[src/hw/rtl/svr_pkg.sv]
`timescale 1ns / 1ps
// Shared types and constants for the swept separating-axis ray test.
package svr_pkg;

    localparam int PW = 51;                       // projection width, scale 2^-30
    localparam int NW = PW + 1;                   // numerator width
    localparam logic signed [PW-1:0] EPS_Q30 = PW'(10737);
    localparam logic signed [31:0] ONE_Q16 = 32'sd65536;
    localparam int QDEPTH = 4;
    localparam int QAW = $clog2(QDEPTH);

    typedef struct packed {
        logic signed [15:0] axis_x;
        logic signed [15:0] axis_y;
        logic signed [15:0] axis_z;
        logic signed [31:0] interval_min;
        logic signed [31:0] interval_max;
        logic signed [31:0] start_x;
        logic signed [31:0] start_y;
        logic signed [31:0] start_z;
        logic signed [31:0] delta_x;
        logic signed [31:0] delta_y;
        logic signed [31:0] delta_z;
        logic               last_axis;
    } in_item_t;

    typedef struct packed {
        logic        [16:0] hit_fraction;
        logic signed [15:0] normal_x;
        logic signed [15:0] normal_y;
        logic signed [15:0] normal_z;
        logic               collided;
    } out_item_t;

    // Classified axis passed from front to back
    typedef struct packed {
        logic signed [PW-1:0] s;
        logic signed [PW-1:0] d;
        logic signed [PW-1:0] lo;
        logic signed [PW-1:0] hi;
        logic signed [15:0]   nx;
        logic signed [15:0]   ny;
        logic signed [15:0]   nz;
        logic                 sep;
        logic                 tiny;
        logic                 t_gt_hi;
        logic                 last;
    } q_item_t;

    typedef enum logic [2:0] {
        B_IDLE,
        B_LOAD,
        B_DIV,
        B_APPLY,
        B_DONE
    } back_state_t;

endpackage

[src/hw/rtl/svr_back.sv]
`timescale 1ns / 1ps
// Back end: fraction divider, entry/leave tracking and result register.
module svr_back (
    input  logic              clk,
    input  logic              rst_n,
    input  logic              q_empty,
    input  svr_pkg::q_item_t  q_item,
    output logic              q_pop,
    output logic              empty,
    input  logic              pop,
    output svr_pkg::out_item_t result
);
    import svr_pkg::*;

    back_state_t st_reg, st_next;
    q_item_t it_reg, it_next;
    logic phase_reg, phase_next, neg_reg, neg_next;
    logic [NW-1:0] rem_reg, rem_next;
    logic [31:0] sh_reg, sh_next, q_reg, q_next;
    logic [4:0] cnt_reg, cnt_next;
    logic signed [31:0] entry_reg, entry_next, leave_reg, leave_next;
    logic signed [15:0] en_reg [3];
    logic signed [15:0] en_next [3];
    logic sep_reg, sep_next;
    logic out_valid_reg, out_valid_next;
    out_item_t out_reg, out_next;

    logic signed [NW-1:0] num;
    logic [NW-1:0] mag, trial, den;
    logic [31:0] lim, rc;
    logic signed [31:0] f, fc;
    logic miss;

    assign empty  = !out_valid_reg;
    assign result = out_reg;

    always_ff @(posedge clk or negedge rst_n)
    begin
        if (!rst_n)
        begin
            st_reg        <= B_IDLE;
            entry_reg     <= '0;
            leave_reg     <= ONE_Q16;
            sep_reg       <= 1'b0;
            out_valid_reg <= 1'b0;
            for (int k = 0; k < 3; k++)
                en_reg[k] <= '0;
        end
        else
        begin
            st_reg        <= st_next;
            entry_reg     <= entry_next;
            leave_reg     <= leave_next;
            sep_reg       <= sep_next;
            out_valid_reg <= out_valid_next;
            for (int k = 0; k < 3; k++)
                en_reg[k] <= en_next[k];
        end
    end

    always_ff @(posedge clk)
    begin
        it_reg    <= it_next;
        phase_reg <= phase_next;
        neg_reg   <= neg_next;
        rem_reg   <= rem_next;
        sh_reg    <= sh_next;
        q_reg     <= q_next;
        cnt_reg   <= cnt_next;
        out_reg   <= out_next;
    end

    always_comb
    begin
        st_next        = st_reg;
        it_next        = it_reg;
        phase_next     = phase_reg;
        neg_next       = neg_reg;
        rem_next       = rem_reg;
        sh_next        = sh_reg;
        q_next         = q_reg;
        cnt_next       = cnt_reg;
        entry_next     = entry_reg;
        leave_next     = leave_reg;
        sep_next       = sep_reg;
        out_next       = out_reg;
        out_valid_next = out_valid_reg && !pop;
        for (int k = 0; k < 3; k++)
            en_next[k] = en_reg[k];
        q_pop = 1'b0;

        den   = NW'(it_reg.d);
        num   = phase_reg ? (NW'(it_reg.hi) - NW'(it_reg.s))
                          : (NW'(it_reg.lo) - NW'(it_reg.s));
        mag   = num[NW-1] ? -num : num;
        trial = {rem_reg[NW-2:0], sh_reg[31]};
        lim   = neg_reg ? 32'h8000_0000 : 32'h7FFF_FFFF;
        rc    = (q_reg > lim) ? lim : q_reg;
        f     = neg_reg ? -$signed(rc) : $signed(rc);
        miss  = sep_reg || (leave_reg < entry_reg);
        fc    = (entry_reg < 0) ? 32'sd0 : ((entry_reg > ONE_Q16) ? ONE_Q16 : entry_reg);

        unique case (st_reg)
            B_IDLE:
            begin
                if (!q_empty)
                begin
                    q_pop      = 1'b1;
                    it_next    = q_item;
                    phase_next = 1'b0;
                    if (sep_reg)
                        st_next = B_DONE;
                    else if (q_item.sep)
                    begin
                        sep_next = 1'b1;
                        st_next  = B_DONE;
                    end
                    else if (q_item.tiny)
                        st_next = B_DONE;
                    else
                        st_next = B_LOAD;
                end
            end
            B_LOAD:
            begin
                neg_next = num[NW-1];
                // a ratio of at least 2^16 overflows the quotient and saturates at once
                if ((16 + NW)'(mag) >= (16 + NW)'({den, 16'h0}))
                begin
                    q_next  = num[NW-1] ? 32'h8000_0000 : 32'h7FFF_FFFF;
                    st_next = B_APPLY;
                end
                else
                begin
                    rem_next = NW'(mag[NW-1:16]);
                    sh_next  = {mag[15:0], 16'h0};
                    q_next   = '0;
                    cnt_next = '0;
                    st_next  = B_DIV;
                end
            end
            B_DIV:
            begin
                if (trial >= den)
                begin
                    rem_next = trial - den;
                    q_next   = {q_reg[30:0], 1'b1};
                end
                else
                begin
                    rem_next = trial;
                    q_next   = {q_reg[30:0], 1'b0};
                end
                sh_next  = {sh_reg[30:0], 1'b0};
                cnt_next = cnt_reg + 1'b1;
                if (cnt_reg == 5'd31)
                    st_next = B_APPLY;
            end
            B_APPLY:
            begin
                if (!phase_reg)
                begin
                    if (f > entry_reg)
                    begin
                        entry_next = f;
                        en_next[0] = it_reg.nx;
                        en_next[1] = it_reg.ny;
                        en_next[2] = it_reg.nz;
                    end
                    if (it_reg.t_gt_hi)
                    begin
                        phase_next = 1'b1;
                        st_next    = B_LOAD;
                    end
                    else
                        st_next = B_DONE;
                end
                else
                begin
                    if (f < leave_reg)
                        leave_next = f;
                    st_next = B_DONE;
                end
            end
            B_DONE:
            begin
                if (!it_reg.last)
                    st_next = B_IDLE;
                else if (!out_valid_reg || pop)
                begin
                    out_valid_next = 1'b1;
                    if (miss)
                    begin
                        out_next.hit_fraction = 17'(ONE_Q16);
                        out_next.normal_x     = '0;
                        out_next.normal_y     = '0;
                        out_next.normal_z     = '0;
                        out_next.collided     = 1'b0;
                    end
                    else
                    begin
                        out_next.hit_fraction = fc[16:0];
                        out_next.normal_x     = en_reg[0];
                        out_next.normal_y     = en_reg[1];
                        out_next.normal_z     = en_reg[2];
                        out_next.collided     = 1'b1;
                    end
                    // clear ray state for the next ray
                    entry_next = '0;
                    leave_next = ONE_Q16;
                    sep_next   = 1'b0;
                    for (int k = 0; k < 3; k++)
                        en_next[k] = '0;
                    st_next = B_IDLE;
                end
            end
            default:
                st_next = B_IDLE;
        endcase
    end

endmodule

[config.mk]
export PLATFORM = sky130hd
export DESIGN_NAME = svr_back
export DESIGN_NICKNAME = d
export VERILOG_FILES = /design/src/hw/rtl/svr_pkg.sv /design/src/hw/rtl/svr_back.sv
export SDC_FILE = /design/constraint.sdc
export NUM_CORES = 1
export LEC_CHECK = 0
export CAP_MARGIN = 30
export CORE_ASPECT_RATIO = 1.2
export CORE_MARGIN = 5
export CORE_UTILIZATION = 59
export DETAILED_ROUTE_END_ITERATION = 7
export DONT_BUFFER_PORTS = 1
export PLACE_DENSITY = 0.78
export RECOVER_POWER = 100
export SKIP_CTS_REPAIR_TIMING = 1
export SLEW_MARGIN = 0
export SYNTH_ARGS = -nofsm -noshare
export SYNTH_HDL_FRONTEND = slang
export SYNTH_SLANG_ARGS = --single-unit
[constraint.sdc]
create_clock -name clk -period 35.9 [get_ports clk]
set_input_delay 7.18 -clock clk [delete_from_list [all_inputs] [get_ports clk]]
set_output_delay 7.18 -clock clk [all_outputs]
set_load 0.05 [all_outputs]
; After elaboration in Yosys (flattened, before gate mapping)
; Index checks and enable logic that the tools add are counted.
[totals]
regBits = 559
in_bits = 260
out_inout_bits = 68
elab_cells = 138
[op_classes]
add_sub_neg = 6
n_lt_le_gt_ge = 8
n_eq_ne = 15
n_mux = 60
bitwise_logic = 1
reduce_logical = 19
[op_table]
columns = cell, n
row1 = $mux W32, 14
row2 = $pmux W32 S2, 4
row3 = $mux W48, 4
row4 = $mux W52, 2
row5 = $sub A51 B51 Y52, 2
row6 = $mux W51, 2
row7 = $pmux W51 S2, 1
row8 = $pmux W48 S2, 1
row9 = $ge A52 B68 Y1, 1
row10 = $gt A32 B32 Y1, 2
row11 = $lt A32 B32 Y1, 2
row12 = $ge A52 B52 Y1, 1
row13 = $neg A52 Y52, 1
row14 = $sub A51 B51 Y51, 1
row15 = $mux W17, 2
row16 = $gt A32 B18 Y1 const B, 1
row17 = $lt A32 B1 Y1 const B, 1
row18 = $neg A32 Y32, 1
row19 = $mux W3, 9
row20 = $ne A2 B2 Y1 const B, 9
row21 = $mux W1, 16
row22 = $pmux W3 S5, 1
row23 = $pmux W5 S2, 1
row24 = $reduce_and A5 Y1, 2
row25 = other kinds (18), 28

; Depth between registers and ports, before layout
[logic_depth]
ltp_word = 9
mapped_depth = 32
ltp_nobuf = 28

; Worst setup path after synthesis
; No wires, ideal clock.
[synth_timing]
path_type = input port to output port
startpoint = input port q_empty
endpoint = output port q_pop
arrival_time_ns = 32.438
required_ns = 28.720
setup_slack_ns = -3.718
path_stages = 1
path_buffers = 0
path_cell_list = nor4_1
[synth_between]
elab_chain_len = 2
[synth_lines]
columns = element, line_no
row1 = start: declaration, svr_back.sv:6  ; input logic q_empty,
row2 = $mux W1, svr_back.sv:106  ; if (!q_empty)
row3 = $mux W1, svr_back.sv:103  ; unique case (st_reg)
row4 = end: declaration, svr_back.sv:8  ; output logic q_pop,
; No other way between the ends.

; Worst setup path in the final report
[layout_timing]
startpoint = register neg_reg
endpoint = register entry_reg[13]
[layout_between]
elab_chain_len = 8
[layout_lines]
columns = element, line_no
row1 = start: declaration, svr_back.sv:17  ; logic phase_reg, phase_next, neg_reg, neg_next;
row2 = start signal: assignment, svr_back.sv:65  ; neg_reg <= neg_next;
row3 = $mux W32, svr_back.sv:97  ; lim = neg_reg ? 32'h8000_0000 : 32'h7FFF_FFFF;
row4 = $gt A32 B32 Y1, svr_back.sv:98  ; rc = (q_reg > lim) ? lim : q_reg;
row5 = $mux W32, svr_back.sv:98
row6 = $neg A32 Y32, svr_back.sv:99  ; f = neg_reg ? -$signed(rc) : $signed(rc);
row7 = $mux W32 *, svr_back.sv:99
row8 = $gt A32 B32 Y1 or $mux W32 (tied branches), svr_back.sv:163  ; if (f > entry_reg)
row9 = $ne A2 B2 Y1 (no source line) or $mux W32 (tied branches), --
row10 = $reduce_and A5 Y1 (no source line) or $pmux W32 S2 (tied branches), --
row11 = end signal: assignment, svr_back.sv:52  ; entry_reg <= entry_next;
row12 = end: declaration, svr_back.sv:21  ; logic signed [31:0] entry_reg, entry_next, leave_reg, leave_next;
; Mark *: on every way between the ends. The rest lies on a longest branch, timed or not. The select of a mux whose other input is x is not followed.
; A chain may end at the register's enable or synchronous reset.

==> results.cfg <==
[final_layout]
final_common_cell = edfxtp_1
fin_nets = 3890
syn2layout_area_growth_pct = 6.68
most-common-layout-cells = edfxtp_1 (426), inv_1 (279), ha_1 (269)
largest_reg_flops = 203
drive_gt1_share_pct = 6.02

[floorplanning]
die_w_um = 230
dieArea_mm2 = 0.0630
rows = 96
num_io_pins = 328
design.core.area_mm2 = 0.0573
start_util_pct = 59.8
die_y_um = 274

[clock_network]
numCtsBuffers = 56
clock_sinks = 543
cts_tree = yes
clk_pin_slew_ps = 60
ctsLongestPathBuffers = 3
clock_latency_ps = 630
cts-root-buf = clkbuf_16
htreeDepth = 2

[setup_path]
crit_slowest_cell = clkbuf_1
worstReg2RegEnd = entry_reg[13]
rr_startpoint = neg_reg
crit_end = entry_reg[13]
path_common_cell = o21ai_0
worstPathRequired_ps = 36410
critical_path_class = flip-flop to flip-flop
r2r_slack_ps = 19070
worst_r2r_path_depth = 30
critical_path_arrival_ps = 17340
worstSetupEndpointType = flip-flop
crit_fanout = 105
setup.worst_path.start_class = flip-flop
max_stage_delay_ps = 2780
worstSetupStartpoint = neg_reg

[yosys]
yosys.area_share.simple_pct = 15.3
synth.area.mux_share_pct = 3.81
ys_seq_area_share_pct = 45.9
ys_seq_elements = 543
synth-main-ff-cell = edfxtp_1
synthXorXnorAreaFrac_pct = 3.17
ys_warn_count = 0
synth_cell_types = 104
syn_area_mm2 = 0.0342
async_reset_ff_share_pct = 21.5
synth_edf_count = 426
synth_top_family_by_area = compound AO/OA/AOI/OAI gates
synth_fp_nets = 3962
syn_inst = 3431
syn_area_per_cell_um2 = 9.98
synth_compound_area_share_pct = 16.9
synth_fa_ha_area_share_pct = 9.95

[sta]
hold_viol = 0
fmax_mhz = 59.4
worst_slew_pin_slew_ps = 8270
fin_crit_sh_pct = 46.9
layout_min_cycle_time_ps = 16830
fin_skew_ps = 25.3
setup_tns_ps = 0
maxSlewViolCount = 912
rsz0062_at_grt = no
whs_ps = 469
setup-violations-final = 0
relSlewSlack_pct = -451

[grt]
grt_antenna_before_repair = 11
grt_pass1_wl_um = 142000
grt_max_degree = 166
grt_usage_pct = 27.9
grt-ovfl-total = 0
first_global_vias = 26300

[placement]
dp_hpwl_um = 68200
portBuffers = 0
routabilityCongestion = 0.974

[route]
antenna_left = 0
num_vias = 26800
wl_per_cell_um = 22.2
drt_iter0_markers = 2371
viasPerCell = 6.44
drc = 0
drt_first_pass_iters = 5
drt_wl_total_um = 92000

[hold_path]
hold_class = flip-flop to flip-flop

[power_and_ir_drop]
p_leak_uw = 0.0149
power.density_mw_per_mm2 = 109
ir_drop_mv = 0.100
power_uw = 3980

[outcome]
failed_checks = capacitance limit, slew limit
status = finished, violations left

[job]
maxCapViolations = 17
-- synth_stat cells, types with 78 or more instances --
master | instances | area (um^2)
dfrtp_1 | 116 | 2900
clkbuf_1 | 123 | 462
inv_1 | 280 | 1050
nand2_1 | 264 | 991
edfxtp_1 | 426 | 12800
a21oi_1 | 228 | 1140
nor2_1 | 239 | 897
o21ai_0 | 191 | 956
xnor2_1 | 78 | 683
ha_1 | 269 | 3370
nand3_1 | 116 | 581
a21o_1 | 105 | 788
-- logic make-up (layout without fill, tap and decap cells) --
group	Yosys count	after routing
xor gates and xnor gates	123	123
DFF	543	543
muxes	123	123
adders and majority gates	271	271
AOI/OAI and AO/OA	885	885
buffers and inverters	440	415
other	0	12
and+or+nand+nor	1046	1046
-- worst max-delay path, delay by kind of cell, from the launching register on --
kind                     cells  cell delay, ps
buffers and inverters        6            7370
AO/OA/AOI/OAI               10            5280
AND/OR/NAND/NOR             11            2740
adder cells (fa/ha/maj)      3             930
flip-flops                   1             330
-- power breakdown --
| group | switching, uW | leakage (uW) | internal (uW) |
|---|---|---|---|
| Combinational | 1450 | 0.00846 | 832 |
| Clock | 258 | 0.000888 | 318 |
| Sequential | 151 | 0.00552 | 972 |
| Total | 1860 | 0.0149 | 2120 |
-- cell type report --
class | instances | area, um^2
flip-flops and latches | 543 | 15700
multi-input cells | 2448 | 16800
inverters | 281 | 1050
diodes | 12 | 30.0
repair buffers | 29 | 135
fillers | 4564 | 20800
well taps | 735 | 920
clock buffers | 66 | 1460
clock inverters | 39 | 368
-- how the worst min path moves through the flow --
stage               cells past startpoint  slack [ps]       start         end
global placement                        2         450  it_reg[37]  en_reg[33]
floorplan                               2         440   it_reg[4]   en_reg[0]
finish                                  2         470  it_reg[29]  en_reg[25]
CTS                                     2         470  it_reg[29]  en_reg[25]
detailed placement                      2         460   it_reg[9]   en_reg[5]
global route                            2         500  it_reg[31]  en_reg[27]
-- through the flow --
stage	utilization [%]	instances	worst slack [ps]	cell area, um^2
final	63.8	4153	19070	36500
after detailed placement	60.8	4034	20640	34800
after global placement	60.8	4033	20650	34800
after global routing	63.8	4152	17570	36500
after floorplan	-	3431	7220	34200
after CTS	64.0	4139	20630	36700
-- metal layers --
| metal | GRT usage [%] | wire length [um] | vias to the layer above | part of all wire, % |
|---|---|---|---|---|
| met4 | 15.5 | 5700 | 0 | 6.2 |
| met1 | 32.4 | 34400 | 13000 | 37 |
| met5 | 0 | 0 | - | 0 |
| li1 | - | - | 12500 | - |
| met3 | 3.48 | 4460 | 271 | 4.9 |
| met2 | 50.2 | 47500 | 980 | 52 |
(Power assumes the default switching activity.)
